$ cat src/design/aarm_pkg.sv
`timescale 1ns / 1ps
// ----------------------------------------------------------------------------
// aarm_pkg
// Shared types and constants for the axis-angle rotation matrix pipeline.
// ----------------------------------------------------------------------------
package aarm_pkg;

  // input and result words
  typedef struct packed {
    logic signed [15:0] axis_x;
    logic signed [15:0] axis_y;
    logic signed [15:0] axis_z;
    logic signed [19:0] angle_deg;
  } item_t;

  typedef struct packed {
    logic signed [15:0] row0_col0;
    logic signed [15:0] row0_col1;
    logic signed [15:0] row0_col2;
    logic signed [15:0] row1_col0;
    logic signed [15:0] row1_col1;
    logic signed [15:0] row1_col2;
    logic signed [15:0] row2_col0;
    logic signed [15:0] row2_col1;
    logic signed [15:0] row2_col2;
    logic               axis_is_zero;
  } result_t;

  // cordic datapath, q2.30 with headroom
  localparam int CW = 34;
  localparam int MAX_STAGES = 24;
  typedef logic signed [CW-1:0] cw_t;
  localparam cw_t KINV = 34'sd652032874;
  localparam cw_t ONE_Q = 34'sd1073741824;

  typedef struct packed {
    cw_t  x;
    cw_t  y;
    cw_t  z;
    logic flip;
  } cordic_t;

  // integer square root cells
  localparam int SQW = 64;
  localparam int SQ_CELLS = 31;

  typedef struct packed {
    logic [SQW-1:0] v;
    logic [SQW-1:0] res;
  } sqrt_t;

  // restoring divider cells
  localparam int NW = 62;
  localparam int DW = 32;
  localparam int QW = 31;

  typedef struct packed {
    logic [NW-1:0] rem;
    logic [DW-1:0] den;
    logic [QW-1:0] quo;
    logic          neg;
  } div_t;

  // atan(2^-i) in q2.30, truncated
  function automatic cw_t atan_q(input int idx);
    cw_t a;
    case (idx)
      0:  a = 34'sd843314856;
      1:  a = 34'sd497837829;
      2:  a = 34'sd263043836;
      3:  a = 34'sd133525158;
      4:  a = 34'sd67021686;
      5:  a = 34'sd33543515;
      6:  a = 34'sd16775850;
      7:  a = 34'sd8388437;
      8:  a = 34'sd4194282;
      9:  a = 34'sd2097149;
      10: a = 34'sd1048575;
      11: a = 34'sd524287;
      12: a = 34'sd262143;
      13: a = 34'sd131071;
      14: a = 34'sd65535;
      15: a = 34'sd32767;
      16: a = 34'sd16383;
      17: a = 34'sd8191;
      18: a = 34'sd4095;
      19: a = 34'sd2047;
      20: a = 34'sd1023;
      21: a = 34'sd511;
      22: a = 34'sd255;
      23: a = 34'sd127;
      default: a = '0;
    endcase
    return a;
  endfunction

endpackage

$ cat src/design/aarm_sqrt_cell.sv
`timescale 1ns / 1ps
// ----------------------------------------------------------------------------
// aarm_sqrt_cell
// One digit of the bit-pair integer square root, registered.
// ----------------------------------------------------------------------------
module aarm_sqrt_cell #(
  parameter int POS = 0
) (
  input  logic            clk,
  input  logic            en,
  input  aarm_pkg::sqrt_t prev,
  output aarm_pkg::sqrt_t cur
);

  localparam int W = aarm_pkg::SQW;
  localparam logic [W-1:0] BITV = {{(W-1){1'b0}}, 1'b1} << POS;

  aarm_pkg::sqrt_t cur_next;
  logic [W-1:0]    trial;

  always_comb begin
    trial    = prev.res + BITV;
    cur_next = prev;
    if (prev.v >= trial) begin
      cur_next.v   = prev.v - trial;
      cur_next.res = (prev.res >> 1) + BITV;
    end else begin
      cur_next.res = prev.res >> 1;
    end
  end

  always_ff @(posedge clk) begin
    if (en) begin
      cur <= cur_next;
    end
  end

endmodule

$ cat config.mk
export PLATFORM = sky130hd
export DESIGN_NAME = aarm_sqrt_cell
export DESIGN_NICKNAME = d
export VERILOG_FILES = /design/src/design/aarm_pkg.sv /design/src/design/aarm_sqrt_cell.sv
export SDC_FILE = /design/constraint.sdc
export NUM_CORES = 1
export LEC_CHECK = 0
export BUFFER_PORTS_ARGS = -buffer_cell sky130_fd_sc_hd__buf_4
export CAP_MARGIN = 5
export CORE_MARGIN = 2
export CORE_UTILIZATION = 53
export DETAILED_ROUTE_END_ITERATION = 10
export GPL_ROUTABILITY_DRIVEN = 1
export PLACE_DENSITY = 0.89
export SLEW_MARGIN = 20
export SYNTH_ARGS = -nofsm -noshare
export SYNTH_HDL_FRONTEND = slang
export SYNTH_SLANG_ARGS = --single-unit
$ cat constraint.sdc
create_clock -name clk -period 7.3 [get_ports clk]
set_input_delay 1.46 -clock clk [delete_from_list [all_inputs] [get_ports clk]]
set_output_delay 1.46 -clock clk [all_outputs]
set_load 0.01 [all_outputs]
Yosys cells after proc, flatten, opt, wreduce, memory -nomap -nowiden
Cells that the tools add are included.
Operators by class
  $add $sub $neg: 3
  $lt $le $gt $ge: 1
  multiplexer cells: 2
Operator list (number)
  $add A63 B1 Y64 const B: 1
  $add A64 B1 Y64 const B: 1
  $ge A64 B64 Y1: 1
  $mux W64: 1
  $sub A64 B64 Y64: 1
  $mux W63: 1
Storage, ports and cells
  flip-flop bits (word level): 128
  output and inout port bits: 128

Depth between registers and ports, before layout
Gate-level depths: netlist of the first run.
  word-level depth: 3
  mapped depth: 26
  mapped depth without buffers: 21

Worst setup path after synthesis of the first run
Ideal clock, no wire load.
  path type: input -> register
  start point: in prev[6] (netlist bit)
  end point: reg cur[33] (netlist bit) (data pin)
  arrival: 5.806 ns
  path slack: 1.230 ns
  cell stages on the path: 23
  path buffers: 5
  cell sequence: clkbuf_1 nand2_1 nor2_1 and3_1 and4_1 clkbuf_1 and2_1 nand4_1 inv_1 nand2_1 xor2_1 ha_1 clkbuf_1 nand4_1 nor4_1 nand2_1 o221a_2 o21ai_1 or2_1 buf_2 buf_2 nand4_1 xnor2_1
RTL lines
  from (decl): RTL line aarm_sqrt_cell.sv:11  | input aarm_pkg::sqrt_t prev,
  to (signal assigned): RTL line aarm_sqrt_cell.sv:34  | cur <= cur_next;
  to (decl): RTL line aarm_sqrt_cell.sv:12  | output aarm_pkg::sqrt_t cur

==> metrics.md, run 1 <==
| Metric | Value |
|---|---|
| Pleak | `5.58 nW` |
| Sequential power share | `35.2%` |
| Initial core utilization | `53.8%` |
| Final period util | `89.9%` |
| GRT Util Overall | `35.5%` |
| Worst-path clk slew | `0.07 ns` |
| TritonCTS Buffers | `17` |
| P_int | `0.00182 W` |
| Max-slew headroom | `31.6%` |
| Vias in the first global route | `10.2k` |
| Mean Syn Cell Area | `8.71 µm²` |
| Mux cell area share after synthesis | `0.276%` |
| Initial DRC Count | `1167` |
| Net Switching | `0.000868 W` |
| Die H | `147 µm` |
| Synth Net Count | `1448` |
| PortBufs | `257` |
| Clock buffer depth | `2` |
| Cell Count, Final, Fillers Out | `1770` |
| Largest registers | `cur x128` |
| Setup Buffers After CTS | `0` |
| Synth Area in Compound Gates | `16.8%` |
| Post-synth EDFFs | `128` |
| Routed Antenna Nets | `0` |
| Worst Tran Pin Value | `1.03 ns` |
| Htree depth | `4` |
| Crit end category | `register` |
| Final setup vio count | `0` |
| Initial antenna violation count | `1` |
| Fill cells | `1704` |
| Synth cell types | `57` |
| Worst path max stage delay | `0.58 ns` |
| First-pass GRT wire length | `58.9 mm` |
| Clock power share | `32.9%` |
| Via density per instance | `6.20` |
| Die area | `21700 µm²` |
| Layout Area Growth over Synthesis | `25.9%` |
| Adder-cell share of the synthesized area | `7.76%` |
| Startpoint types | `primary input` |
| Rows | `52` |
| Combinational family with the most area after synthesis | `simple AND/OR/NAND/NOR gates` |
| Post-Syn Instances | `1251` |
| Pwr Density | `196 nW/µm²` |
| CTS tree | `yes` |
| DIE WIDTH | `147 µm` |
| Switching share of power | `32.3%` |
| Placed cell count | `1738` |
| HPWL after DPL | `31.4 mm` |
| Slowest-stage cell, CP | `nor3_1` |
| Sinks on the clock net | `128` |
| Max reg flops | `128` |
| Most frequent cell after synthesis | `nor2_1` |
| Critical path class | `primary input to register` |
| Nets | `1684` |
| Count of state elements after synthesis | `128` |
| Hold_buf cts | `0` |
| Synth area leader | `edfxtp_1` |
| CTS root buffer | `clkbuf_16` |
| Final hold vios | `0` |
| Async S/R FF share, synth | `0%` |
| Placer congestion estimate | `1.07` |
| DR WL/cell | `22.3 µm` |
| First-pass DRT Iterations | `5` |
| Comb power frac | `31.9%` |
| XOR/XNOR share of the synthesized area | `14.6%` |
| Yosys warns | `0` |
| Largest net degree at the start of global routing | `78` |
| Final wirelength | `39.4 mm` |
| Fmax | `152 MHz` |
| Max-Cap Viols | `0` |
| Congestion Overflow GR | `0` |
| Core footprint | `20200 µm²` |
| Status | `completed` |
| CP Max Fanout | `31` |
| Data required, critical path | `7.46 ns` |
| I/O pin count | `258` |
| Synthesized cell area | `10900 µm²` |
| Post-synth top area share | `35.3%` |
| Post-route setup TNS | `0 ns` |
| Most flops, register | `cur` |
| Residual DRC | `0` |
| Routed via count | `11.0k` |
| Critical path arrival | `6.72 ns` |
| VDD IR max | `166 µV` |
| Share of cells above drive strength 1 | `22.5%` |
| Fin. max-slew vios | `0` |
| Most used DFF post-synth | `edfxtp_1` |
| RSZ-0062 raised after global routing | `no` |
| Synth cell count leaders | `nor2_1 (134), edfxtp_1 (128), nand2_1 (125)` |
| Register area share after synthesis | `35.3%` |
| Worst min-delay path category | `primary input to register` |
| Post-Synth Simple-Gate Area | `21.6%` |
| Tmin final | `6.56 ns` |
| Gates resized, CTS repair | `0` |
| Area contributors post-synth | `edfxtp_1 (35%), ha_1 (7.6%), xnor2_1 (7.4%)` |
| Worst-path cell chain | `buf_4, nand2_1, nor2_1, and3_1, nand3_1, nor3_1, nand2_1, or3_1, nor2_1, xnor2_1, ha_1, and3_1, and3_1, nand3_1, inv_1, nand2_1, o221a_2, o21ai_1, nor2_2, buf_12, nor4_1, xor2_1` |
## metal layers
| layer | part of all wire, % | wire (µm) | vias to the layer above | global-route usage [%] |
|---|---|---|---|---|
| li1 | - | - | 5065 | - |
| met1 | 41 | 16300 | 5104 | 49.5 |
| met2 | 45 | 17500 | 698 | 54.8 |
| met3 | 11 | 4260 | 99 | 7.75 |
| met4 | 3.4 | 1330 | 0 | 12.7 |
| met5 | 0 | 0 | - | 0 |
## per-stage QoR
| stage | instance area, µm² | worst slack (ns) | hold slack [ns] | power (W) | util (%) |
|---|---|---|---|---|---|
| 6_report | 13700 | 0.737 | 1.33 | 0.00268 | 67.8 |
| 5_1_grt | 13700 | 0.459 | 1.32 | 0.00279 | 67.8 |
| 4_1_cts | 13700 | 0.887 | 1.32 | 0.00268 | 67.8 |
| 3_5_place_dp | 13100 | 0.460 | 1.75 | 0.00180 | 64.9 |
| 3_3_place_gp | 13100 | 0.524 | 1.75 | 0.00178 | 64.9 |
| 2_1_floorplan | 10900 | 1.23 | 1.57 | 0.00143 | - |
## critical path, delay by kind of cell
kind / cells / cell delay, ns
AND/OR/NAND/NOR: 14 / 3.46
AO/OA/AOI/OAI: 2 / 0.66
buffers and inverters: 3 / 0.45
adder cells (fa/ha/maj): 1 / 0.41
XOR/XNOR: 2 / 0.26
## power by group through the flow
stage	Combinational [W]	Sequential [W]	Clock [W]
2_1_floorplan	0.000428	0.000998	0
3_3_place_gp	0.000827	0.000958	0
3_5_place_dp	0.000837	0.000958	0
4_1_cts	0.000841	0.000945	0.000892
5_1_grt	0.000918	0.000951	0.000919
6_report	0.000855	0.000945	0.000884
## cell type report
type	count	area, µm²	area share, %
well taps	270	338	2.46
clock buffers	17	425	3.10
clock inverters	14	165	1.20
repair buffers	284	2210	16.1
diodes	1	2.50	0.0182
multi-input cells	1034	6650	48.5
inverters	22	82.6	0.602
flip-flops and latches	128	3840	28.0
## path summary, 6_finish.rpt
path | start | endpoint | slack [ns] | cells after the start
setup / recovery | prev[8] | cur[62]$_DFFE_PP_ | 0.74 | 22
hold / removal | prev[118] | cur[118]$_DFFE_PP_ | 1.33 | 3
## cell families after synthesis
group	after synthesis
XOR/XNOR	182
buffers and inverters	89
AO/OA/AOI/OAI	290
flip-flops	128
adder cells (fa/ha/maj)	67
multiplexers	2
AND/OR/NAND/NOR	493
## placed cells by master, fill, tap and decap left out, types with 55 or more instances in the layout
master    count
buf_4       278
nor2_1      133
edfxtp_1    128
nand2_1     125
a21oi_1     115
xnor2_1      92
xor2_1       90
ha_1         66
nand4_1      62
o21ai_0      57
nand3_1      55
Power figures use the tool's default switching activity.
==> inputs of run 2 (changes only) <==
==> constraint.sdc (replaced) <==
create_clock -name clk -period 7.8 [get_ports clk]
set_input_delay 1.56 -clock clk [delete_from_list [all_inputs] [get_ports clk]]
set_output_delay 1.56 -clock clk [all_outputs]
set_load 0.01 [all_outputs]
==> run 2 against run 1 <==
- worst setup slack improved by 0.039 ns
- final area decreased by 0.57%
- wire length decreased by 0.44%
- non-clock buffer count decreased by 9
- sequential power decreased by 6.6%
- critical path type unchanged
- utilization decreased by 0.39 points
- clock power decreased by 2.9%
- largest power group unchanged
- sequential share of layout area increased by 0.16 points
- clock-buffer cell count unchanged
- global-route usage decreased by 0.19 points
- first-iteration DRC count increased by 14%
- largest cell class unchanged
==> metrics.md, run 2 (synthesis results as in run 1) <==
| Metric | Value |
|---|---|
| DR WL/cell | `22.3 µm` |
| Most common cell after layout, fill and taps aside | `buf_4` |
| Hold_buf cts | `0` |
| Worst-path clk slew | `0.06 ns` |
| Worst-path cell chain | `buf_4, ha_1, nand3_1, nor3_1, nand2_1, or3_1, nor2_1, xnor2_1, ha_1, and3_1, and3_1, nand3_1, inv_1, nand2_1, o221a_2, o21ai_1, or2_4, buf_12, nand4_1, xnor2_1` |
| Busiest grt layer | `met2` |
| Crit end category | `register` |
| Rows | `52` |
| Initial core utilization | `53.8%` |
| Startpoint types | `primary input` |
| Die H | `147 µm` |
| Die area | `21700 µm²` |
| CP top delay family | `simple AND/OR/NAND/NOR gates` |
| Worst Setup SP | `prev[0]` |
| Most flops, register | `cur` |
| Vias in the first global route | `10.1k` |
| Worst Tran Pin Value | `1.07 ns` |
| Critical path arrival | `7.19 ns` |
| Layout Area Growth over Synthesis | `25.2%` |
| HPWL after DPL | `30.9 mm` |
| Max reg flops | `128` |
| Setup Buffers After CTS | `0` |
| # diodes | `0` |
| Via density per instance | `6.24` |
| Worst min-delay path category | `primary input to register` |
| Final hold vios | `0` |
| Core footprint | `20200 µm²` |
| Congestion Overflow GR | `0` |
| TritonCTS Buffers | `17` |
| Status | `completed` |
| Placer congestion estimate | `1.00` |
| Final setup vio count | `0` |
| VDD IR max | `140 µV` |
| RSZ-0062 raised after global routing | `no` |
| Data required, critical path | `7.97 ns` |
| CP Max Fanout | `42` |
| Slowest-stage cell, CP | `nor3_1` |
| Residual DRC | `0` |
| Fin. max-slew vios | `0` |
| Met2 usage | `55.6%` |
| Start point of the worst min-delay path | `prev[118]` |
| Routed via count | `11.0k` |
| Initial DRC Count | `1328` |
| I/O pin count | `258` |
| Fill cells | `1661` |
| Worst hold path depth | `3` |
| Initial antenna violation count | `0` |
| GRT Util Overall | `35.3%` |
| Share of cells above drive strength 1 | `22.0%` |
| Pwr Density | `185 nW/µm²` |
| Largest net degree at the start of global routing | `83` |
| Final Instance Area | `13600 µm²` |
| PortBufs | `257` |
| Final wirelength | `39.2 mm` |
| DIE WIDTH | `147 µm` |
| First-pass DRT Iterations | `6` |
| CTS tree | `yes` |
| Worst Path Buf+Inv | `3` |
| Fmax | `142 MHz` |
| Final period util | `90.1%` |
| Most frequent cells in the layout | `buf_4 (272), nor2_1 (133), edfxtp_1 (128)` |
| Routed Antenna Nets | `0` |
| Tmin final | `7.02 ns` |
| Largest registers | `cur x128` |
| Gates resized, CTS repair | `0` |
| Pleak | `5.55 nW` |
| M3 GR Usage | `5.15%` |
| Critical path class | `primary input to register` |
| Post-route setup TNS | `0 ns` |
| Htree depth | `4` |
| M1 GR Usage | `50.7%` |
| CTS root buffer | `clkbuf_16` |
| Sinks on the clock net | `128` |
| Clock buffer depth | `2` |
| Max-Cap Viols | `0` |
| Post-Place Cell Area | `13000 µm²` |
| Worst path max stage delay | `0.76 ns` |
| WHS Endpoint | `cur[118]$_DFFE_PP_` |
| Nets | `1675` |
| First-pass GRT wire length | `58.9 mm` |
| Max-slew headroom | `28.9%` |
run 2: cell types whose count changed in the layout (fill, tap and decap cells not counted), sizes merged:
cell,delta
buf,-9
clkinvlp,-2
bufinv,+1
clkinv,+1
diode,-1
run 2: final cells by class:
| type | count | area (µm²) | share of cell area, % |
|---|---|---|---|
| Multi-Input combinational cell | 1034 | 6660 | 48.8 |
| Clock inverter | 14 | 189 | 1.39 |
| Clock buffer | 17 | 425 | 3.12 |
| Tap cell | 270 | 338 | 2.48 |
| Sequential cell | 128 | 3840 | 28.2 |
| Inverter | 22 | 82.6 | 0.606 |
| Timing Repair Buffer | 275 | 2100 | 15.4 |
run 2: layer usage:
metal  part of all wire, %  wire, µm  up-vias
li1                      -         -     5040
met1                    42     16600     5122
met2                    45     17500      730
met3                   9.9      3890       89
met4                   3.1      1230        0
met5                     0         0        -
run 2: worst max path at each step:
stage                                     to  slack, ns  cells after the start
after floorplan            cur[33]$_DFFE_PP_       1.63                     23
after global placement    cur[100]$_DFFE_PP_       0.41                     17
after detailed placement   cur[67]$_DFFE_PP_       0.37                     19
after CTS                 cur[100]$_DFFE_PP_       0.81                     18
after global routing        cur[6]$_DFFE_PP_       0.53                     22
final                       cur[6]$_DFFE_PP_       0.78                     20
run 2: per-stage QoR:
stage / cells / util, % / setup WS [ns] / total power, W / hold WS (ns)
final: 1760 / 67.4 / 0.776 / 0.00253 / 1.42
after global routing: 1760 / 67.4 / 0.528 / 0.00262 / 1.45
after CTS: 1760 / 67.4 / 0.814 / 0.00252 / 1.42
after detailed placement: 1729 / 64.3 / 0.368 / 0.00166 / 1.85
after global placement: 1729 / 64.3 / 0.410 / 0.00166 / 1.85
after floorplan: 1251 / - / 1.63 / 0.00133 / 1.67
run 2: power by group:
group	switching (W)	leakage [nW]	internal, W	total (W)
logic	0.000454	4.00	0.000333	0.000787
clock network	0.000325	0.297	0.000533	0.000858
registers	0.0000257	1.25	0.000857	0.000883
