$ cat src/design/aarm_pkg.sv
`timescale 1ns / 1ps
// ----------------------------------------------------------------------------
// aarm_pkg
// Shared types and constants for the axis-angle rotation matrix pipeline.
// ----------------------------------------------------------------------------
package aarm_pkg;

  // input and result words
  typedef struct packed {
    logic signed [15:0] axis_x;
    logic signed [15:0] axis_y;
    logic signed [15:0] axis_z;
    logic signed [19:0] angle_deg;
  } item_t;

  typedef struct packed {
    logic signed [15:0] row0_col0;
    logic signed [15:0] row0_col1;
    logic signed [15:0] row0_col2;
    logic signed [15:0] row1_col0;
    logic signed [15:0] row1_col1;
    logic signed [15:0] row1_col2;
    logic signed [15:0] row2_col0;
    logic signed [15:0] row2_col1;
    logic signed [15:0] row2_col2;
    logic               axis_is_zero;
  } result_t;

  // cordic datapath, q2.30 with headroom
  localparam int CW = 34;
  localparam int MAX_STAGES = 24;
  typedef logic signed [CW-1:0] cw_t;
  localparam cw_t KINV = 34'sd652032874;
  localparam cw_t ONE_Q = 34'sd1073741824;

  typedef struct packed {
    cw_t  x;
    cw_t  y;
    cw_t  z;
    logic flip;
  } cordic_t;

  // integer square root cells
  localparam int SQW = 64;
  localparam int SQ_CELLS = 31;

  typedef struct packed {
    logic [SQW-1:0] v;
    logic [SQW-1:0] res;
  } sqrt_t;

  // restoring divider cells
  localparam int NW = 62;
  localparam int DW = 32;
  localparam int QW = 31;

  typedef struct packed {
    logic [NW-1:0] rem;
    logic [DW-1:0] den;
    logic [QW-1:0] quo;
    logic          neg;
  } div_t;

  // atan(2^-i) in q2.30, truncated
  function automatic cw_t atan_q(input int idx);
    cw_t a;
    case (idx)
      0:  a = 34'sd843314856;
      1:  a = 34'sd497837829;
      2:  a = 34'sd263043836;
      3:  a = 34'sd133525158;
      4:  a = 34'sd67021686;
      5:  a = 34'sd33543515;
      6:  a = 34'sd16775850;
      7:  a = 34'sd8388437;
      8:  a = 34'sd4194282;
      9:  a = 34'sd2097149;
      10: a = 34'sd1048575;
      11: a = 34'sd524287;
      12: a = 34'sd262143;
      13: a = 34'sd131071;
      14: a = 34'sd65535;
      15: a = 34'sd32767;
      16: a = 34'sd16383;
      17: a = 34'sd8191;
      18: a = 34'sd4095;
      19: a = 34'sd2047;
      20: a = 34'sd1023;
      21: a = 34'sd511;
      22: a = 34'sd255;
      23: a = 34'sd127;
      default: a = '0;
    endcase
    return a;
  endfunction

endpackage

$ cat src/design/aarm_div_cell.sv
`timescale 1ns / 1ps
// ----------------------------------------------------------------------------
// aarm_div_cell
// One quotient bit of a restoring divider, registered.
// ----------------------------------------------------------------------------
module aarm_div_cell #(
  parameter int BIT = 0
) (
  input  logic           clk,
  input  logic           en,
  input  aarm_pkg::div_t prev,
  output aarm_pkg::div_t cur
);

  localparam int NW = aarm_pkg::NW;
  localparam int DW = aarm_pkg::DW;

  aarm_pkg::div_t cur_next;
  logic [NW-1:0]  shifted;

  always_comb begin
    shifted  = {{(NW-DW){1'b0}}, prev.den} << BIT;
    cur_next = prev;
    if (prev.rem >= shifted) begin
      cur_next.rem      = prev.rem - shifted;
      cur_next.quo[BIT] = 1'b1;
    end
  end

  always_ff @(posedge clk) begin
    if (en) begin
      cur <= cur_next;
    end
  end

endmodule

$ cat config.mk
export PLATFORM = sky130hd
export DESIGN_NAME = aarm_div_cell
export DESIGN_NICKNAME = d
export VERILOG_FILES = /design/src/design/aarm_pkg.sv /design/src/design/aarm_div_cell.sv
export SDC_FILE = /design/constraint.sdc
export NUM_CORES = 1
export LEC_CHECK = 0
export BUFFER_PORTS_ARGS = -buffer_cell sky130_fd_sc_hd__buf_2
export CAP_MARGIN = 20
export CORE_AREA = 2 2 237 122
export CTS_CLUSTER_DIAMETER = 60
export CTS_CLUSTER_SIZE = 25
export DETAILED_ROUTE_END_ITERATION = 12
export DIE_AREA = 0 0 239 124
export SYNTH_ARGS = -nofsm -noshare
export SYNTH_HDL_FRONTEND = slang
export SYNTH_SLANG_ARGS = --single-unit
$ cat constraint.sdc
create_clock -name clk -period 4.48 [get_ports clk]
set_clock_uncertainty 0.05 [all_clocks]
set_input_delay 0.448 -clock clk [delete_from_list [all_inputs] [get_ports clk]]
set_output_delay 0.448 -clock clk [all_outputs]
set_load 0.01 [all_outputs]
Yosys cells after proc, flatten, opt, wreduce, memory -nomap -nowiden. Index checks and enable logic that the tools add are counted.

Flip-flop bits (word level): 126. Input port bits: 128. Output and inout bits: 126. Word-level logic and storage cells: 8.

$add $sub $neg: 1. $lt $le $gt $ge: 1. Multiplexer cells: 1.

Operator list (count): 62-bit by 32-bit >= comparator with 1-bit output (1); 62-bit 2-to-1 mux (1); 62-bit by 32-bit subtractor with 62-bit output (1).

Longest topological paths before layout. Gate-level depths: netlist (run 1).

Depth after elaboration: 2. Mapped depth: 13. Mapped depth without buffers: 12.

Worst setup path after synthesis (run 1). OpenSTA, ideal clock, no wires.

Path type: in2reg. Start point: input prev[64] in the netlist's numbering. End point: register cur[114] in the netlist's numbering, data pin. Setup time: 262 ps. Arrival time: 2945 ps. Required time: 4168 ps. Path slack: 1223 ps. Stages: 12. Path buffers: 0. Cells stage by stage: inv_1 ha_1 fa_1 nand2b_1 a211oi_1 o22ai_1 nand2_1 a21boi_1 o31a_4 or4_4 nor3_2 xor2_1.

RTL lines: start: declaration (line aarm_div_cell.sv:11) `input aarm_pkg::div_t prev,`; end signal: assignment (line aarm_div_cell.sv:32) `cur <= cur_next;`; end: declaration (line aarm_div_cell.sv:12) `output aarm_pkg::div_t cur`.

==> metrics, run 1 <==
RSZ-0062 raised after global routing no; via/cell ratio 4.57; simple-gate share of the synthesized area 15.0%; placed instance area 8530 µm²; Rel. slew slack 28.8%; Clock transition at path regs 60 ps; Synth Area per Inst 11.2 µm²; Worst Setup Slack, final 1120 ps; mux cell area share after synthesis 0.989%; drt first-iter violations 503; vias in the first global route 5560; fin area 9170 µm²; vias 5681; Seq/Total Area, Yosys 55.4%; Post-Synth Adder-Cell Area 6.15%; final setup TNS 0 ps; placed cell count 1209; Initial Util 24.9%; commonest non-fill, non-tap cell in the layout buf_2; Fmax 298 MHz; Least-Margin Pin Slew 1070 ps; Synth Area in XOR/XNOR 7.56%; number of distinct library cells after synthesis 57; critical path class input pin to flip-flop; P per Cell Area 396 nW/µm²; Num CTS Buffers 17; Worst Path Arrival 3490 ps; Slew Viols, Final 0; worst hold path type input pin to flip-flop; CP Capture Type flip-flop; Util after Layout 33.4%; Most Used Layer, Global Route met2; maximum vdd drop 0.271 mV; final period utilization 74.9%; crit-path leading delay family compound AO/OA/AOI/OAI gates; clock tree buffer depth 2; met2 usage 24.3%; CTS Root Cell clkbuf_16; Power Total 3.63 mW; crit-path cells buf_2 -> inv_1 -> ha_1 -> a21oi_1 -> o22ai_1 -> o311a_1 -> nor4_1 -> a21boi_1 -> o31ai_4 -> buf_4 -> mux2_2; CTS tree done; Synthesized Nets 769; I/O pins 254; drt drc 0; Post-synth EDFFs 126; first-pass GRT wire length 30800 µm; slowest stage delay, CP 600 ps; proportion of layout cells with a drive suffix above 1 35.5%; core area 27400 µm²; Static Leakage 3.87 nW; largest reg by FF count cur; async set-reset flop share out of synthesis 0%; fin crit period 3360 ps; Routed Antenna Nets 0; CP Max Fanout 38; Final setup viols 0; most frequent cells in the layout 252 x buf_2, 126 x edfxtp_1, 58 x a21oi_1; ys flop type edfxtp_1; area grow syn2layout 34.2%; biggest regs cur x126; Max Cap Violations 0; flops & latches, synth 126; met1 usage 16.8%; TritonRoute pass-1 iters 5; Syn Inst Count 608; Final #Nets 1029; post-DP HPWL 16800 µm; compound-cell area share of the yosys netlist 11.6%; nature of the critical path startpoint input pin; drt total wl 21100 µm; max FFs per register 126; DR WL/cell 17.0 µm; hold buffers post-CTS 0; Port Buffers 253; Warnings, synthesis 0; DIE AREA 29600 µm²; Post-Layout Cell Count 1243; GP Congestion 0.883; Die W 239 µm; dpl ws 678 ps; Hold Worst Slack 138 ps; Site Rows 43; Cell Area, Synth 6830 µm²; H-tree depth 4; post-CTS setup buffer count 0; slowest CP cell a21boi_1; largest net degree at the start of global routing 80; initial antenna violation count 1; M3 GR Usage 3.55%; CTS resizes 0; Global Route Usage Sum 13.9%; CP bufs+invs 3; GR Overflow Total 0; combinational family with the most area after synthesis simple AND/OR/NAND/NOR gates; Die H 124 µm; Worst EP required 4610 ps; CTS Sinks 126; status complete, no violations; Final Hold Fails 0
report_power, final:
part           internal (mW)  leakage [nW]  switching [mW]  total (mW)
Sequential              1.45          1.23          0.0332        1.48
Clock                  0.939         0.302           0.557        1.50
Combinational          0.271          2.33           0.387       0.658
Total                   2.66          3.87           0.977        3.63
synth_stat cells (12+ instances only):
master	n	area, µm²
nor4_1	12	75.1
nand2_1	46	173
xnor2_1	26	228
nor2_1	52	195
xor2_1	33	289
o21ai_0	18	90.1
nor3_1	23	115
edfxtp_1	126	3780
nand4_1	12	75.1
clkbuf_1	12	45.0
a21oi_1	58	290
ha_1	32	400
inv_1	39	146
cell type report:
class	instances	area (µm²)
fillers	2797	18300
clock inverters	15	211
repair buffers	260	1320
flip-flops and latches	126	3780
clock buffers	17	425
inverters	39	146
diodes	2	5.00
well taps	360	450
multi-input cells	424	2830
routing by layer:
layer	up-vias	share of wire [%]
li1	2778	-
met1	2779	43
met2	104	51
met3	20	3.5
met4	0	2.0
met5	-	0
worst paths after layout:
check	startpoint	endpoint	slack, ps	cells after the start
max	prev[47]	cur[77]	1120	11
min	prev[20]	cur[20]	140	1
cell families (layout without fill, tap and decap cells):
| family | Yosys count | after routing |
|---|---|---|
| simple gates | 200 | 200 |
| fa+ha+maj | 33 | 33 |
| other cells | 0 | 2 |
| mux | 6 | 6 |
| flops | 126 | 126 |
| compound gates | 126 | 126 |
| xor+xnor | 59 | 59 |
| buf+inv | 58 | 331 |
Power figures use the tool's default switching activity.
==> run 2, diff against run 1 <==
==> constraint.sdc (replaced) <==
create_clock -name clk -period 3.49 [get_ports clk]
set_clock_uncertainty 0.05 [all_clocks]
set_input_delay 0.349 -clock clk [delete_from_list [all_inputs] [get_ports clk]]
set_output_delay 0.349 -clock clk [all_outputs]
set_load 0.01 [all_outputs]
==> run 2 against run 1 <==
Against the previous run:
- hold slack lost 100 ps
- critical endpoint is now cur[125]
- combinational power up 36%
- highest routed layer is now met5
- cell count up 2.7%
==> metrics, run 2 (synthesis gave the netlist of run 1 again) <==
Die W 239 µm (unchanged); initial antenna violation count 6 (was 1); Power Total 4.55 mW (was 3.63 mW); biggest regs cur x126 (unchanged); Most Used Layer, Global Route met2 (unchanged); Initial Util 24.9% (unchanged); CTS resizes 0 (unchanged); Site Rows 43 (unchanged); Least-Margin Pin Slew 650 ps (was 1070 ps); Final #Nets 1060 (was 1029); vias in the first global route 5706 (was 5560); H-tree depth 4 (unchanged); I/O pins 254 (unchanged); Final Hold Fails 0 (unchanged); critical path class input pin to flip-flop (unchanged); final setup TNS 0 ps (unchanged); Max Cap Violations 0 (unchanged); DIE AREA 29600 µm² (unchanged); max FFs per register 126 (unchanged); Fmax 326 MHz; fill count 2848 (was 2797); slowest CP cell nor4_1 (was a21boi_1); Num CTS Buffers 17 (unchanged); post-CTS setup buffer count 0 (unchanged); CP Capture Type flip-flop (unchanged); Clock transition at path regs 60 ps (about the same); crit-path cells buf_2 -> inv_1 -> ha_1 -> o21ai_0 -> a21oi_1 -> nor4_1 -> o21ai_0 -> a21oi_1 -> o31a_1 -> o311ai_1 -> nor4_1 -> xor2_1 (was buf_2 -> inv_1 -> ha_1 -> a21oi_1 -> o22ai_1 -> o311a_1 -> nor4_1 -> a21boi_1 -> o31ai_4 -> buf_4 -> mux2_2); CTS tree done (unchanged); Rel. slew slack 56.3% (was 28.8%); drt first-iter violations 377 (was 503); M3 GR Usage 4.34% (was 3.55%); Routed Antenna Nets 0 (unchanged); vias 5758 (was 5681); proportion of layout cells with a drive suffix above 1 37.6% (was 35.5%); Slew Viols, Final 0 (unchanged); core area 27400 µm² (unchanged); via/cell ratio 4.51 (was 4.57); hold buffers post-CTS 0 (unchanged); maximum vdd drop 0.349 mV (was 0.271 mV); slowest stage delay, CP 470 ps (was 600 ps); clock tree buffer depth 2 (unchanged); Worst Path Arrival 3180 ps (was 3490 ps); Static Leakage 4.00 nW (was 3.87 nW); DR WL/cell 16.5 µm (was 17.0 µm); commonest non-fill, non-tap cell in the layout buf_2 (unchanged); register area 3780 µm² (unchanged); CTS Root Cell clkbuf_16 (unchanged); largest net degree at the start of global routing 67 (was 80); largest reg by FF count cur (unchanged); CP Max Fanout 5 (was 38); Port Buffers 253 (unchanged); GP Congestion 0.847 (was 0.883); post-DP HPWL 17200 µm (was 16800 µm); Worst EP required 3610 ps (was 4610 ps); Global Route Usage Sum 14.1% (was 13.9%); first-pass GRT wire length 31200 µm (was 30800 µm); CTS Sinks 126 (unchanged); fin crit period 3070 ps; Die H 124 µm (unchanged); most frequent cells in the layout 252 x buf_2, 126 x edfxtp_1, 58 x a21oi_1 (unchanged); area grow syn2layout 37.2% (was 34.2%); met1 usage 16.6% (was 16.8%); drt total wl 21100 µm (about the same); nature of the critical path startpoint input pin (unchanged); GR Overflow Total 0 (unchanged); multi-input combinational cell area 2830 µm² (unchanged); RSZ-0062 raised after global routing no (unchanged); met2 usage 24.3% (about the same); drt drc 0 (unchanged); final period utilization 87.8%; status complete, no violations (unchanged); P per Cell Area 486 nW/µm² (was 396 nW/µm²); worst hold path type input pin to flip-flop (unchanged); Final setup viols 0 (unchanged); TritonRoute pass-1 iters 4 (was 5)
run 2: cell types whose count changed in the layout (fill, tap and decap cells not counted):
cell / previous run / this run
inv_6: 2 / 5
clkinv_2: 1 / 2
buf_12: 0 / 1
clkinv_1: 0 / 1
clkinvlp_4: 3 / 2
diode_2: 2 / 5
inv_8: 1 / 0
clkinv_4: 4 / 3
buf_4: 8 / 38
bufinv_16: 4 / 2
run 2: critical path: cells and delay by family:
family	cells	cell delay, ps
AO/OA/AOI/OAI	6	1400
XOR/XNOR	1	120
adder cells (fa/ha/maj)	1	360
buffers and inverters	2	150
AND/OR/NAND/NOR	2	810
run 2: worst paths after layout:
check / cells after the start / end / from / slack (ps)
max: 12 / cur[125] / prev[34] / 420
min: 1 / cur[11] / prev[11] / 40
run 2: metal layers:
layer | up-vias | part of all wire [%]
met1 | 2755 | 42
met3 | 33 | 4.6
met2 | 115 | 51
met5 | - | 0.076
met4 | 2 | 2.2
li1 | 2853 | -
run 2: final cells by class:
cell class / count / share of cell area (%)
antenna: 5 / 0.134
clock buffer: 17 / 4.54
clock inverter: 15 / 1.70
inverter: 39 / 1.56
multi-input combinational: 424 / 30.2
sequential: 126 / 40.4
tap: 360 / 4.81
timing repair buffer: 291 / 16.7
run 2: report_power, final:
part / switching [mW] / internal [mW] / leakage [nW] / total (mW)
combinational: 0.511 / 0.387 / 2.49 / 0.898
sequential: 0.0408 / 1.86 / 1.23 / 1.90
clock: 0.704 / 1.06 / 0.282 / 1.76
run 2: through the flow:
step | setup WS (ps) | cell area [µm²] | util [%] | hold WS [ps] | cells
detailed placement | -2.49 | 8770 | 32.0 | 477 | 1240
global placement | 51.6 | 8770 | 32.0 | 477 | 1240
global route | 200 | 9370 | 34.1 | 9.65 | 1275
finish | 425 | 9370 | 34.2 | 36.1 | 1277
CTS | 465 | 9360 | 34.1 | 11.1 | 1272
floorplan | 332 | 6830 | - | 398 | 608
==> run 3, diff against run 2 <==
--- a/config.mk
+++ b/config.mk
@@ -8,10 +8,11 @@
 export BUFFER_PORTS_ARGS = -buffer_cell sky130_fd_sc_hd__buf_2
 export CAP_MARGIN = 20
 export CORE_AREA = 2 2 237 122
-export CTS_CLUSTER_DIAMETER = 60
+export CTS_CLUSTER_DIAMETER = 50
 export CTS_CLUSTER_SIZE = 25
 export DETAILED_ROUTE_END_ITERATION = 12
 export DIE_AREA = 0 0 239 124
 export SYNTH_ARGS = -nofsm -noshare
 export SYNTH_HDL_FRONTEND = slang
 export SYNTH_SLANG_ARGS = --single-unit
+export TNS_END_PERCENT = 100
==> constraint.sdc (replaced) <==
create_clock -name clk -period 3.49 [get_ports clk]
set_clock_uncertainty 0.05 [all_clocks]
set_input_delay 0.8725 -clock clk [delete_from_list [all_inputs] [get_ports clk]]
set_output_delay 0.8725 -clock clk [all_outputs]
set_load 0.01 [all_outputs]
==> run 3 against run 2 <==
Against the previous run:
- sequential cell count stayed put
- hold slack better by 520 ps
- first-iteration DRC count fell by 23%
- non-clock buffer count up 108
- worst setup slack lost 320 ps
- count of clock-buffer cells in the layout stayed put
- critical endpoint is now cur[114]
- largest power group unchanged
==> metrics, run 3 (synthesis gave the netlist of run 1 again) <==
Worst Path Arrival 3520 ps (was 3180 ps); drt total wl 22000 µm (was 21100 µm); worst hold path type input pin to flip-flop (unchanged); largest reg by FF count cur (unchanged); Die W 239 µm (unchanged); DIE AREA 29600 µm² (unchanged); CTS Root Cell clkbuf_16 (unchanged); I/O pins 254 (unchanged); Static Leakage 4.54 nW (was 4.00 nW); Slew Viols, Final 0 (unchanged); Hold Path Depth 1 (unchanged); Site Rows 43 (unchanged); Worst EP required 3620 ps (was 3610 ps); dpl ws -365 ps (was -2.49 ps); initial antenna violation count 4 (was 6); fin crit period 3380 ps (was 3070 ps); CP Capture Type flip-flop (unchanged); CTS tree done (unchanged); Port Buffers 253 (unchanged); Final Hold Fails 0 (unchanged); worst hold start prev[10] (was prev[11]); proportion of layout cells with a drive suffix above 1 45.7% (was 37.6%); clock tree buffer depth 2 (unchanged); maximum vdd drop 0.323 mV (was 0.349 mV); commonest non-fill, non-tap cell in the layout buf_2 (unchanged); GR Overflow Total 0 (unchanged); final period utilization 97.0% (was 87.8%); first-pass GRT wire length 32800 µm (was 31200 µm); drt first-iter violations 291 (was 377); Rel. slew slack 59.9% (was 56.3%); Die H 124 µm (unchanged); biggest regs cur x126 (unchanged); Hold Worst Slack 559 ps (was 36.1 ps); CP Max Fanout 5 (unchanged); P per Cell Area 456 nW/µm² (was 486 nW/µm²); nature of the critical path startpoint input pin (unchanged); Final setup viols 0 (unchanged); Fmax 295 MHz (was 326 MHz); max FFs per register 126 (unchanged); final setup TNS 0 ps (unchanged); Max Cap Violations 0 (unchanged); placed instance area 9650 µm² (was 8770 µm²); Clock transition at path regs 60 ps (about the same); largest net degree at the start of global routing 44 (was 67); Worst Setup Slack, final 106 ps (was 425 ps); Power Total 4.69 mW (was 4.55 mW); Util after Layout 37.5% (was 34.2%); GP Congestion 0.850 (was 0.847); vias in the first global route 6192 (was 5706); RSZ-0062 raised after global routing no (unchanged); core area 27400 µm² (unchanged); Post-Layout Cell Count 1384 (was 1277); vias 6143 (was 5758); Least-Margin Pin Slew 602 ps (was 650 ps); area grow syn2layout 50.7% (was 37.2%); Final #Nets 1168 (was 1060); critical path class input pin to flip-flop (unchanged); Global Route Usage Sum 14.7% (was 14.1%); via/cell ratio 4.44 (was 4.51); placed cell count 1347 (was 1240); CTS Sinks 126 (unchanged); fin area 10300 µm² (was 9370 µm²); WHS Endpoint cur[10] (was cur[11]); Initial Util 24.9% (unchanged); fill count 2799 (was 2848); H-tree depth 4 (unchanged); TritonRoute pass-1 iters 4 (unchanged); drt drc 0 (unchanged); post-DP HPWL 17700 µm (was 17200 µm); status complete, no violations (unchanged); DR WL/cell 15.9 µm (was 16.5 µm); Routed Antenna Nets 0 (unchanged); most frequent cells in the layout 252 x buf_2, 144 x buf_4, 126 x edfxtp_1 (was 252 x buf_2, 126 x edfxtp_1, 58 x a21oi_1); Num CTS Buffers 17 (unchanged)
## run 3: cell count changes in the layout (fill, tap and decap cells not counted), moves of 2 or more
cell	change
clkinv_4	-2
nor4b_1	-2
clkinv_2	-2
nor4_2	+3
inv_1	-2
buf_12	+2
inv_8	+3
buf_4	+106
inv_2	+2
nor4b_2	+2
nor4_1	-3
## run 3: area by class of cell
cell class              instances  area, µm²  share of cell area [%]
well taps                     360        450                    4.38
diodes                          4       10.0                  0.0972
clock buffers                  17        425                    4.13
multi-input cells             424       2930                    28.4
repair buffers                399       2400                    23.3
inverters                      39        146                    1.42
clock inverters                15        151                    1.47
flip-flops and latches        126       3780                    36.8
## run 3: power by group
part | switching, mW | total, mW | internal [mW] | leakage [nW]
combinational | 0.538 | 1.01 | 0.475 | 3.03
sequential | 0.0443 | 1.90 | 1.85 | 1.23
clock | 0.774 | 1.78 | 1.00 | 0.275
## run 3: repair_timing
action	in CTS	in global routing
hold buffers	0	0
buffers inserted	0	1
setup endpoints to repair	0	10
gates resized for setup	0	7
## run 3: how the worst max path moves through the flow
stage / startpoint / endpoint / slack, ps / depth (start not counted)
CTS: prev[32] / cur[114] / 90 / 12
global route: prev[64] / cur[125] / 7 / 13
finish: prev[32] / cur[114] / 110 / 12
detailed placement: prev[32] / cur[104] / -370 / 12
floorplan: prev[48] / cur[114] / -20 / 13
global placement: prev[32] / cur[114] / -330 / 12
## run 3: critical path: stages
cell and delay [ps]:
buf_2 110, ha_2 190, fa_2 340, nand2b_4 160, a211oi_4 270, o22ai_1 140, nand2_1 150, a21boi_4 120
o31a_4 400, or4_4 540, nor3_2 140, xor2_1 80
## run 3: per-layer routing
| metal | GRT usage [%] | part of all wire (%) |
|---|---|---|
| met4 | 4.06 | 1.4 |
| met5 | 0 | 0.059 |
| met3 | 4.28 | 3.7 |
| met2 | 26.2 | 52 |
| met1 | 17.5 | 43 |
