File: src/design/aarm_pkg.sv
`timescale 1ns / 1ps
// ----------------------------------------------------------------------------
// aarm_pkg
// Shared types and constants for the axis-angle rotation matrix pipeline.
// ----------------------------------------------------------------------------
package aarm_pkg;

  // input and result words
  typedef struct packed {
    logic signed [15:0] axis_x;
    logic signed [15:0] axis_y;
    logic signed [15:0] axis_z;
    logic signed [19:0] angle_deg;
  } item_t;

  typedef struct packed {
    logic signed [15:0] row0_col0;
    logic signed [15:0] row0_col1;
    logic signed [15:0] row0_col2;
    logic signed [15:0] row1_col0;
    logic signed [15:0] row1_col1;
    logic signed [15:0] row1_col2;
    logic signed [15:0] row2_col0;
    logic signed [15:0] row2_col1;
    logic signed [15:0] row2_col2;
    logic               axis_is_zero;
  } result_t;

  // cordic datapath, q2.30 with headroom
  localparam int CW = 34;
  localparam int MAX_STAGES = 24;
  typedef logic signed [CW-1:0] cw_t;
  localparam cw_t KINV = 34'sd652032874;
  localparam cw_t ONE_Q = 34'sd1073741824;

  typedef struct packed {
    cw_t  x;
    cw_t  y;
    cw_t  z;
    logic flip;
  } cordic_t;

  // integer square root cells
  localparam int SQW = 64;
  localparam int SQ_CELLS = 31;

  typedef struct packed {
    logic [SQW-1:0] v;
    logic [SQW-1:0] res;
  } sqrt_t;

  // restoring divider cells
  localparam int NW = 62;
  localparam int DW = 32;
  localparam int QW = 31;

  typedef struct packed {
    logic [NW-1:0] rem;
    logic [DW-1:0] den;
    logic [QW-1:0] quo;
    logic          neg;
  } div_t;

  // atan(2^-i) in q2.30, truncated
  function automatic cw_t atan_q(input int idx);
    cw_t a;
    case (idx)
      0:  a = 34'sd843314856;
      1:  a = 34'sd497837829;
      2:  a = 34'sd263043836;
      3:  a = 34'sd133525158;
      4:  a = 34'sd67021686;
      5:  a = 34'sd33543515;
      6:  a = 34'sd16775850;
      7:  a = 34'sd8388437;
      8:  a = 34'sd4194282;
      9:  a = 34'sd2097149;
      10: a = 34'sd1048575;
      11: a = 34'sd524287;
      12: a = 34'sd262143;
      13: a = 34'sd131071;
      14: a = 34'sd65535;
      15: a = 34'sd32767;
      16: a = 34'sd16383;
      17: a = 34'sd8191;
      18: a = 34'sd4095;
      19: a = 34'sd2047;
      20: a = 34'sd1023;
      21: a = 34'sd511;
      22: a = 34'sd255;
      23: a = 34'sd127;
      default: a = '0;
    endcase
    return a;
  endfunction

endpackage

File: src/design/aarm_cordic_cell.sv
`timescale 1ns / 1ps
// ----------------------------------------------------------------------------
// aarm_cordic_cell
// One rotation-mode cordic micro-rotation, registered.
// ----------------------------------------------------------------------------
module aarm_cordic_cell #(
  parameter int IDX = 0
) (
  input  logic              clk,
  input  logic              en,
  input  aarm_pkg::cordic_t prev,
  output aarm_pkg::cordic_t cur
);

  localparam aarm_pkg::cw_t ATAN = aarm_pkg::atan_q(IDX);

  aarm_pkg::cordic_t cur_next;

  always_comb begin
    cur_next = prev;
    if (!prev.z[aarm_pkg::CW-1]) begin
      cur_next.x = prev.x - ($signed(prev.y) >>> IDX);
      cur_next.y = prev.y + ($signed(prev.x) >>> IDX);
      cur_next.z = prev.z - ATAN;
    end else begin
      cur_next.x = prev.x + ($signed(prev.y) >>> IDX);
      cur_next.y = prev.y - ($signed(prev.x) >>> IDX);
      cur_next.z = prev.z + ATAN;
    end
  end

  always_ff @(posedge clk) begin
    if (en) begin
      cur <= cur_next;
    end
  end

endmodule

File: config.mk
export PLATFORM = sky130hd
export DESIGN_NAME = aarm_cordic_cell
export DESIGN_NICKNAME = d
export VERILOG_FILES = /design/src/design/aarm_pkg.sv /design/src/design/aarm_cordic_cell.sv
export SDC_FILE = /design/constraint.sdc
export NUM_CORES = 1
export LEC_CHECK = 0
export BUFFER_PORTS_ARGS = -buffer_cell sky130_fd_sc_hd__buf_4
export CAP_MARGIN = 10
export CELL_PAD_IN_SITES_DETAIL_PLACEMENT = 2
export CELL_PAD_IN_SITES_GLOBAL_PLACEMENT = 2
export CORE_UTILIZATION = 30
export DETAILED_ROUTE_END_ITERATION = 16
export PLACE_DENSITY_LB_ADDON = 0.12
export SYNTH_ARGS = -nofsm -noshare
export SYNTH_HDL_FRONTEND = slang
export SYNTH_SLANG_ARGS = --single-unit
File: constraint.sdc
create_clock -name clk -period 4.9 [get_ports clk]
set_input_delay 0.98 -clock clk [delete_from_list [all_inputs] [get_ports clk]]
set_output_delay 0.98 -clock clk [all_outputs]
set_load 0.05 [all_outputs]
=== Word level (Yosys, flattened, before mapping) ===
Index checks and enable logic that the tools add are counted.

* Mux-type cells: 1
* Equal/unequal tests: 0
* Multiply operators: 0
* $add $sub $neg: 5
* Order comparisons: 0
* Reductions and logical operators: 0
* Div/mod/pow operators: 0
* Shift-type cells: 0
* Bitwise logic cells: 0

{| class="wikitable"
|+ Operators by type and width
! kind !! count
|-
| 2-to-1 mux 102 bit || 1
|-
| subtractor 34 bit || 2
|-
| adder 34 x 31 -> 34 bit, second input constant || 1
|-
| adder 34 bit || 1
|-
| subtractor 34 x 31 -> 34 bit, second input constant || 1
|}

* Bits in writable memories: 0
* Bits in registers: 103
* ROM bits: 0
* Latch bits: 0
* Memories kept: 0

=== Longest topological paths before layout ===
Gate-level depths: netlist of run 1.

* Depth in word-level cells: 2
* Mapped depth: 12
* Mapped depth without buffers: 11

=== Worst setup path after synthesis of run 1 ===
Ideal clock, no wire load.

* Path kind: in2reg
* Start point: input port prev[35] (netlist name)
* End point: register cur[61] (netlist name), data pin
* Stages on the path: 10
* Arrival time: 3.066 ns
* Library setup time: 0.267 ns
* Setup slack: 1.567 ns
* Cell sequence: ha_1 > fa_1 > nor2b_1 > o21ai_1 > a2111oi_4 > or3_1 > o21ai_1 > o31ai_1 > mux2_2 > xnor2_1

{| class="wikitable"
|+ RTL lines
! what !! RTL line !! source
|-
| start, declared || aarm_cordic_cell.sv:11 || <nowiki>input aarm_pkg::cordic_t prev,</nowiki>
|-
| end signal, assigned || aarm_cordic_cell.sv:34 || <nowiki>cur <= cur_next;</nowiki>
|-
| end, declared || aarm_cordic_cell.sv:12 || <nowiki>output aarm_pkg::cordic_t cur</nowiki>
|}

==> flow_metrics.env, run 1 <==
export IMPL_grt_pass1_wl_mm=62.1
export IMPL_ys_flop_type="edfxtp_1"
export IMPL_tightest_slew_ns=1.00
export IMPL_diodes=0
export IMPL_synth_compound_area_share_pct=27.7
export IMPL_path_class="in -> reg"
export IMPL_clock_path_buffers=2
export IMPL_ys_seq_area_share_pct=28.6
export IMPL_antenna_left=0
export IMPL_setup_tns_final_ns=0
export IMPL_max_freq_mhz=267
export IMPL_synth_enable_flop_cells=102
export IMPL_crit_fanout=20
export IMPL_coreArea_mm2=0.0349
export IMPL_yosysMostFrequentCell="ha_1"
export IMPL_synth_warnings=0
export IMPL_place_hpwl_mm=33.0
export IMPL_fin_area_mm2=0.0129
export IMPL_cts_root_buf="clkbuf_16"
export IMPL_crit_chain="buf_4 > inv_2 > ha_1 > and3_1 > and3_1 > a2111oi_2 > nor3_1 > o21ai_1 > a41oi_1 > nand4b_1 > o311ai_1"
export IMPL_wl_mm=40.8
export IMPL_cts_resized=0
export IMPL_dieArea_mm2=0.0365
export IMPL_netlist_top_cells_count="ha_1 (128), a21oi_1 (126), inv_1 (113)"
export IMPL_whs_ns=0.767
export IMPL_drv_cap=0
export IMPL_cts_tree="yes"
export IMPL_cts_setup_buffers=0
export IMPL_synth_mux_area_share_pct=1.13
export IMPL_grt_pass1_vias=10700
export IMPL_arrival_ns=3.87
export IMPL_netlist_instances=1218
export IMPL_cp_slowest_stage_delay_ns=0.47
export IMPL_finalSetupViolations=0
export IMPL_avgRoutedWirePerCell_um=22.0
export IMPL_synth_fa_ha_area_share_pct=15.7
export IMPL_route_detailed_drc=0
export IMPL_outcome="complete, no violations"
export IMPL_path_clk_slew_ns=0.08
export IMPL_synth_area_mm2=0.0107
export IMPL_start_kind="input port"
export IMPL_p_leak_nw=5.58
export IMPL_drtIter0Drc=400
export IMPL_syn_nets=1455
export IMPL_synth_top_family_by_area="compound AO/OA/AOI/OAI gates"
export IMPL_synthArstFlopShare_pct=0
export IMPL_synth_xor_area_share_pct=6.94
export IMPL_hold_buffers=0
export IMPL_slowest_stage="a2111oi_2"
export IMPL_final_nets=1637
export IMPL_cpMostUsedCell="and3_1"
export IMPL_hp_class="in -> reg"
export IMPL_grt_max_degree=84
export IMPL_portBuffers=207
export IMPL_period_minus_slack_ns=3.75
export IMPL_start_util_pct=30.7
export IMPL_ioPinCount=208
export IMPL_syn_avg_cell_area_um2=8.81
export IMPL_vias=10100
export IMPL_antenna_found_initial=0
export IMPL_synth_top_cell_by_area="edfxtp_1"
export IMPL_drv_slew=0
export IMPL_synthTopCellsByArea="edfxtp_1 (29%), ha_1 (15%), a21oi_1 (5.9%)"
export IMPL_largest_reg_flops=102
export IMPL_hold_violations=0
export IMPL_synth_seq_cells=102
export IMPL_critPathRequiredTime_ns=5.02
export IMPL_top_regs="cur (102)"
export IMPL_viasPerCell=5.42
export IMPL_htree_levels=3
export IMPL_ys_types=89
export IMPL_grt_ovfl_total=0
export IMPL_drive_gt1_share_pct=20.1
export IMPL_slew_headroom_pct=33.1
export IMPL_track_usage_pct=22.3
export IMPL_rows=68
export IMPL_synth_simple_gate_area_share_pct=13.3
export IMPL_place_area_mm2=0.0127
export IMPL_gp_congestion=0.870
export IMPL_syn_to_final_growth_pct=20.7
export IMPL_power_per_cell_area_mw_per_mm2=300
export IMPL_crit_path_end_kind="flip-flop"
export IMPL_largest_register="cur"
export IMPL_die_y_um=191
export IMPL_grt_setup_unrepaired="false"
export IMPL_firstDrtPassIters=5
export IMPL_die_w_um=191
export IMPL_synth_top_area_share_pct=28.6
export IMPL_fin_crit_sh_pct=76.5
export IMPL_vdd_drop_max_v=0.000194
export IMPL_cts_sinks=102
export IMPL_cts_buffers=9
## final cells by class
cell class	count	area, um^2
multi-input cells	949	6950
inverters	121	454
clock buffers	10	229
repair buffers	217	1630
flip-flops and latches	102	3060
fillers	3972	21900
well taps	455	569
clock inverters	6	51.3
## layout by cell type (no fill, tap or decap), types with 9 or more instances in the layout
cell type / netlist / routed
a21o_1: 30 / 30
nand2b_1: 10 / 10
o21bai_1: 16 / 16
or3_1: 9 / 9
clkbuf_16: 0 / 9
nor2b_1: 13 / 13
a31oi_1: 12 / 12
ha_1: 128 / 128
nor3_1: 27 / 27
edfxtp_1: 102 / 102
xnor2_1: 72 / 72
nand2_1: 62 / 62
o21a_1: 11 / 11
inv_1: 113 / 113
a211oi_1: 18 / 18
a21oi_1: 126 / 126
xor2_1: 13 / 13
and3_1: 10 / 10
buf_4: 8 / 217
nand4_1: 13 / 13
o31ai_1: 15 / 15
o211ai_1: 19 / 19
o21ai_0: 82 / 82
nand3_1: 19 / 19
nor2_1: 79 / 79
mux2i_1: 11 / 11
## metal layers
| metal | up-vias | part of all wire [%] | wire [um] | global-route usage, % |
|---|---|---|---|---|
| met4 | 0 | 2.2 | 895 | 7.66 |
| li1 | 4823 | - | - | - |
| met1 | 4978 | 46 | 18600 | 28.3 |
| met2 | 233 | 49 | 19900 | 39.1 |
| met5 | - | 0 | 0 | 0 |
| met3 | 43 | 3.5 | 1420 | 2.28 |
## metrics by stage
stage | util (%) | instances | setup slack (ns) | total power, W
after floorplan | - | 1218 | 1.57 | 0.00252
after global placement | 36.3 | 1844 | 0.801 | 0.00313
after detailed placement | 36.3 | 1844 | 0.710 | 0.00316
after CTS | 37.1 | 1860 | 1.13 | 0.00392
after global routing | 37.1 | 1860 | 0.965 | 0.00408
final | 37.1 | 1860 | 1.15 | 0.00388
## final timing paths
kind	startpoint	end	slack, ns	cells after the start
worst max-delay path	prev[34]	cur[33]	1.15	11
worst min-delay path	prev[1]	cur[1]	0.77	1
## power by group
group | leakage, nW | internal [W] | switching (W) | total (W)
Sequential | 0.998 | 0.00115 | 0.0000453 | 0.00120
Combinational | 4.44 | 0.000631 | 0.00130 | 0.00194
Clock | 0.134 | 0.000353 | 0.000390 | 0.000743
## critical path, delay by kind of cell
kind | cells | cell delay (ns)
AOI/OAI and AO/OA | 4 | 1.13
adders and majority gates | 1 | 0.39
and+or+nand+nor | 4 | 0.73
buffers and inverters | 2 | 0.63
## kinds of logic (layout without fill, tap and decap cells)
logic type	after synthesis	in the layout
compound gates	434	434
xor+xnor	85	85
fa+ha+maj	132	132
buf+inv	167	354
flops	102	102
mux	12	12
simple gates	286	286
Note: power is estimated with default switching activity, not from simulation.
==> run 2: changes to the inputs <==
Settings changed: ABC_AREA set to 1.
Clock period 4.9 ns to 3.6 ns, I/O delays scaled along.
==> run 2 against run 1 <==
Synthesized area grew 11%. Sequential power grew 33%. Wire length grew 27%. Cell count grew 33%. Synthesized cell count grew 46%. Clock power grew 47%. First-iteration DRC count shrank 3.8%. Setup slack lost 0.61 ns. Combinational power grew 41%. Via count grew 26%. Critical endpoint is now cur[67].
==> flow_metrics.env, run 2 <==
export IMPL_top_regs="cur (102)"
export IMPL_fill_cells=4753
export IMPL_syn_to_final_growth_pct=19.2
export IMPL_start_util_pct=30.6
export IMPL_syn_avg_cell_area_um2=6.71
export IMPL_start_kind="input port"
export IMPL_hold_buffers=0
export IMPL_path_clk_slew_ns=0.08
export IMPL_use_met1_pct=32.9
export IMPL_max_freq_mhz=327
export IMPL_ys_seq_area_share_pct=25.7
export IMPL_slew_headroom_pct=45.0
export IMPL_largest_register="cur"
export IMPL_drtIter0Drc=385
export IMPL_period_minus_slack_ns=3.06
export IMPL_pre_cts_ws_ns=0.200
export IMPL_coreArea_mm2=0.0389
export IMPL_postLayoutCoreUtil_pct=36.5
export IMPL_drv_slew=0
export IMPL_grt_max_degree=72
export IMPL_grtUsageMet2_pct=45.6
export IMPL_dieArea_mm2=0.0405
export IMPL_largest_reg_flops=102
export IMPL_final_nets=2193
export IMPL_layout_commonest_cell="nand2_1"
export IMPL_p_leak_nw=6.93
export IMPL_gp_congestion=0.932
export IMPL_cts_tree="yes"
export IMPL_ioPinCount=208
export IMPL_final_setup_worst_slack_ns=0.538
export IMPL_power_per_cell_area_mw_per_mm2=382
export IMPL_outcome="complete, no violations"
export IMPL_cts_resized=0
export IMPL_tightest_slew_ns=0.826
export IMPL_finalSetupViolations=0
export IMPL_wl_mm=51.9
export IMPL_antenna_left=0
export IMPL_vdd_drop_max_v=0.000233
export IMPL_synth_top_cell_by_area="edfxtp_1"
export IMPL_netlist_instances=1774
export IMPL_drv_cap=0
export IMPL_rows=72
export IMPL_die_y_um=201
export IMPL_htree_levels=3
export IMPL_firstDrtPassIters=4
export IMPL_antenna_found_initial=0
export IMPL_path_class="in -> reg"
export IMPL_arrival_ns=3.20
export IMPL_drive_gt1_share_pct=14.6
export IMPL_crit_fanout=14
export IMPL_synth_enable_flop_cells=102
export IMPL_diodes=0
export IMPL_grt_ovfl_total=0
export IMPL_yosysMostFrequentCell="nand2_1"
export IMPL_vias=12700
export IMPL_cts_root_buf="clkbuf_16"
export IMPL_viasPerCell=5.12
export IMPL_synth_area_mm2=0.0119
export IMPL_cts_sinks=102
export IMPL_netlist_top_cells_count="nand2_1 (478), inv_1 (227), nor2_1 (159)"
export IMPL_grt_busiest_layer="met2"
export IMPL_avgRoutedWirePerCell_um=21.0
export IMPL_grtUsageMet3_pct=2.61
export IMPL_cts_buffers=9
export IMPL_die_w_um=201
export IMPL_crit_path_end_kind="flip-flop"
export IMPL_synth_top_area_share_pct=25.7
export IMPL_portBuffers=207
export IMPL_mostFrequentLayoutCells="nand2_1 (478), inv_1 (227), buf_4 (214)"
export IMPL_setup_tns_final_ns=0
export IMPL_hold_violations=0
export IMPL_place_hpwl_mm=44.4
export IMPL_ys_flop_type="edfxtp_1"
export IMPL_syn_nets=2011
export IMPL_hp_class="in -> reg"
export IMPL_synth_warnings=0
export IMPL_track_usage_pct=25.7
export IMPL_clock_path_buffers=2
export IMPL_route_detailed_drc=0
export IMPL_synthTopCellsByArea="edfxtp_1 (26%), nand2_1 (15%), ha_1 (13%)"
export IMPL_fin_crit_sh_pct=85.1
export IMPL_synthArstFlopShare_pct=0
export IMPL_grt_pass1_wl_mm=80.5
export IMPL_grt_setup_unrepaired="false"
export IMPL_critPathRequiredTime_ns=3.74
export IMPL_cts_setup_buffers=0
export IMPL_synth_seq_cells=102
export IMPL_grt_pass1_vias=14100
export IMPL_ys_types=44
-- run 2: changes by cell type in the layout (fill, tap and decap cells not counted), moves of 13 or more --
cell / change
a21o_1: -16
a21oi_1: +30
xnor2_1: -68
o21ai_0: +19
nand3_1: +136
xor2_1: +32
a211oi_1: -18
nor2_1: +80
nand2_1: +416
nor2b_1: -13
inv_1: +114
-- run 2: through the flow --
| step | area, um^2 | hold slack, ns | cells | power, W |
|---|---|---|---|---|
| finish | 14200 | 0.511 | 2478 | 0.00542 |
| global placement | 13900 | 0.902 | 2463 | 0.00428 |
| detailed placement | 13900 | 0.904 | 2463 | 0.00436 |
| floorplan | 11900 | 0.819 | 1774 | 0.00339 |
| global route | 14200 | 0.492 | 2478 | 0.00571 |
| CTS | 14200 | 0.492 | 2478 | 0.00548 |
-- run 2: logic make-up after synthesis --
logic type / share of synthesized area (%)
muxes: 0.0840
AOI/OAI and AO/OA: 15.7
and+or+nand+nor: 30.9
buffers and inverters: 9.86
DFF: 25.7
adders and majority gates: 14.1
xor gates and xnor gates: 3.60
-- run 2: layout make-up --
cell class | count | area, um^2 | area share [%]
timing repair buffer | 215 | 1630 | 11.5
multi-input combinational | 1392 | 7670 | 54.0
inverter | 236 | 886 | 6.24
clock buffer | 9 | 225 | 1.59
tap | 518 | 648 | 4.56
sequential | 102 | 3060 | 21.6
clock inverter | 6 | 77.6 | 0.546
-- run 2: worst paths after layout --
kind | start | end | slack [ns] | depth (start not counted)
worst max-delay path | prev[38] | cur[67] | 0.54 | 13
worst min-delay path | prev[1] | cur[1] | 0.51 | 1
-- run 2: metal layers --
layer	routed length, um	share of wire (%)
met5	0	0
met1	23900	46
met3	1480	2.8
met4	1180	2.3
met2	25300	49
-- run 2: critical path, stage by stage --
cell,delay (ns)
buf_4,0.09
inv_1,0.04
ha_1,0.49
o21ai_0,0.62
nor2_2,0.20
o21ai_2,0.30
nand2_1,0.11
nand2_1,0.18
nand2_1,0.12
nand2_1,0.08
nand2_1,0.06
nand3_1,0.09
nand2_1,0.07
-- run 2: where the power goes --
| group | internal (W) | switching, W | total (W) |
|---|---|---|---|
| clock | 0.000550 | 0.000540 | 0.00109 |
| sequential | 0.00154 | 0.0000585 | 0.00160 |
| combinational | 0.000785 | 0.00195 | 0.00273 |
==> run 3: changes to the inputs <==
Settings changed: CORE_UTILIZATION 30 to 32, GPL_ROUTABILITY_DRIVEN set to 0, PLACE_DENSITY set to 0.91, PLACE_DENSITY_LB_ADDON 0.12 to not set.
==> run 3 against run 2 <==
Utilization is 2.2 points higher. Cell count down 2.1%. Maximum frequency increased by 2.5%. Critical path type unchanged.
==> flow_metrics.env, run 3 (same netlist as run 2, synthesis figures left out) <==
export IMPL_drv_cap=0
export IMPL_syn_to_final_growth_pct=18.8
export IMPL_grt_max_degree=70
export IMPL_slowest_stage="o21ai_0"
export IMPL_cts_sinks=102
export IMPL_avgRoutedWirePerCell_um=22.3
export IMPL_max_freq_mhz=335
export IMPL_vdd_drop_max_v=0.000260
export IMPL_antenna_found_initial=0
export IMPL_start_util_pct=32.5
export IMPL_grt_pass1_wl_mm=83.9
export IMPL_cts_root_buf="clkbuf_16"
export IMPL_whs_ns=0.508
export IMPL_power_per_cell_area_mw_per_mm2=393
export IMPL_finalPower_w=0.00556
export IMPL_firstDrtPassIters=5
export IMPL_antenna_left=0
export IMPL_layout_commonest_cell="nand2_1"
export IMPL_drv_slew=0
export IMPL_setup_tns_final_ns=0
export IMPL_cts_tree="yes"
export IMPL_wl_mm=54.0
export IMPL_track_usage_pct=28.5
export IMPL_p_leak_nw=6.94
export IMPL_crit_path_end_kind="flip-flop"
export IMPL_cts_setup_buffers=0
export IMPL_ff_latch_area_mm2=0.00306
export IMPL_coreArea_mm2=0.0366
export IMPL_slew_headroom_pct=46.8
export IMPL_cp_slowest_stage_delay_ns=0.51
export IMPL_hp_class="in -> reg"
export IMPL_hold_violations=0
export IMPL_drtIter0Drc=617
export IMPL_route_detailed_drc=0
export IMPL_largest_register="cur"
export IMPL_grt_setup_unrepaired="false"
export IMPL_critPathRequiredTime_ns=3.66
export IMPL_dieArea_mm2=0.0380
export IMPL_place_hpwl_mm=45.1
export IMPL_dp_cells=2411
export IMPL_fin_crit_sh_pct=83.0
export IMPL_mostFrequentLayoutCells="nand2_1 (478), inv_1 (227), buf_4 (212)"
export IMPL_finalSetupViolations=0
export IMPL_htree_levels=3
export IMPL_diodes=0
export IMPL_period_minus_slack_ns=2.99
export IMPL_crit_fanout=11
export IMPL_top_regs="cur (102)"
export IMPL_hold_buffers=0
export IMPL_die_y_um=195
export IMPL_multi_input_area_mm2=0.00767
export IMPL_viasPerCell=5.47
export IMPL_largest_reg_flops=102
export IMPL_tightest_slew_ns=0.798
export IMPL_grt_ovfl_total=0
export IMPL_die_w_um=195
export IMPL_outcome="complete, no violations"
export IMPL_cts_buffers=9
export IMPL_path_clk_slew_ns=0.07
export IMPL_path_class="in -> reg"
export IMPL_vias=13300
export IMPL_cts_resized=0
export IMPL_rows=70
export IMPL_portBuffers=207
export IMPL_drive_gt1_share_pct=14.5
export IMPL_clock_path_buffers=2
export IMPL_arrival_ns=3.05
export IMPL_final_nets=2191
export IMPL_start_kind="input port"
export IMPL_ioPinCount=208
export IMPL_final_cells=2427
export IMPL_crit_chain="buf_4 > inv_1 > ha_1 > o21ai_0 > inv_1 > nand2_1 > inv_1 > o21ai_2 > nand2_1 > nand2_1 > xor2_1 > o22ai_1"
export IMPL_grt_pass1_vias=15000
export IMPL_fill_cells=4455
## run 3: report_power, final
part	switching, W	leakage (nW)	internal [W]
Clock	0.000563	0.160	0.000622
Sequential	0.0000611	0.997	0.00154
Combinational	0.00199	5.78	0.000783
## run 3: layer usage
layer / part of all wire (%) / vias to the layer above / track usage [%]
met5: 0 / - / 0
met4: 4.5 / 0 / 13.2
met3: 4.1 / 127 / 4.48
met2: 49 / 378 / 50.8
met1: 42 / 6545 / 33.4
li1: - / 6216 / -
## run 3: worst max-delay path, delay by kind of cell
family	cells	cell delay, ns
buf+inv	4	0.34
compound gates	3	0.82
xor+xnor	1	0.28
fa+ha+maj	1	0.48
simple gates	3	0.41
## run 3: area by class of cell
type,count,area share [%]
multi-input combinational,1392,54.2
clock buffer,9,1.59
timing repair buffer,213,11.4
tap,468,4.14
inverter,236,6.26
clock inverter,7,0.769
sequential,102,21.6
## run 3: worst paths after layout
kind / to / slack, ns / from / depth (start not counted)
worst max-delay path: cur[81] / 0.61 / prev[42] / 12
worst min-delay path: cur[2] / 0.51 / prev[2] / 1
## run 3: stage by stage
| step | cell area [um^2] | utilization, % | setup slack (ns) |
|---|---|---|---|
| floorplan | 11900 | - | 0.756 |
| global placement | 13800 | 37.7 | 0.439 |
| detailed placement | 13800 | 37.7 | 0.362 |
| CTS | 14200 | 38.7 | 0.702 |
| global route | 14200 | 38.7 | 0.455 |
| finish | 14200 | 38.7 | 0.611 |
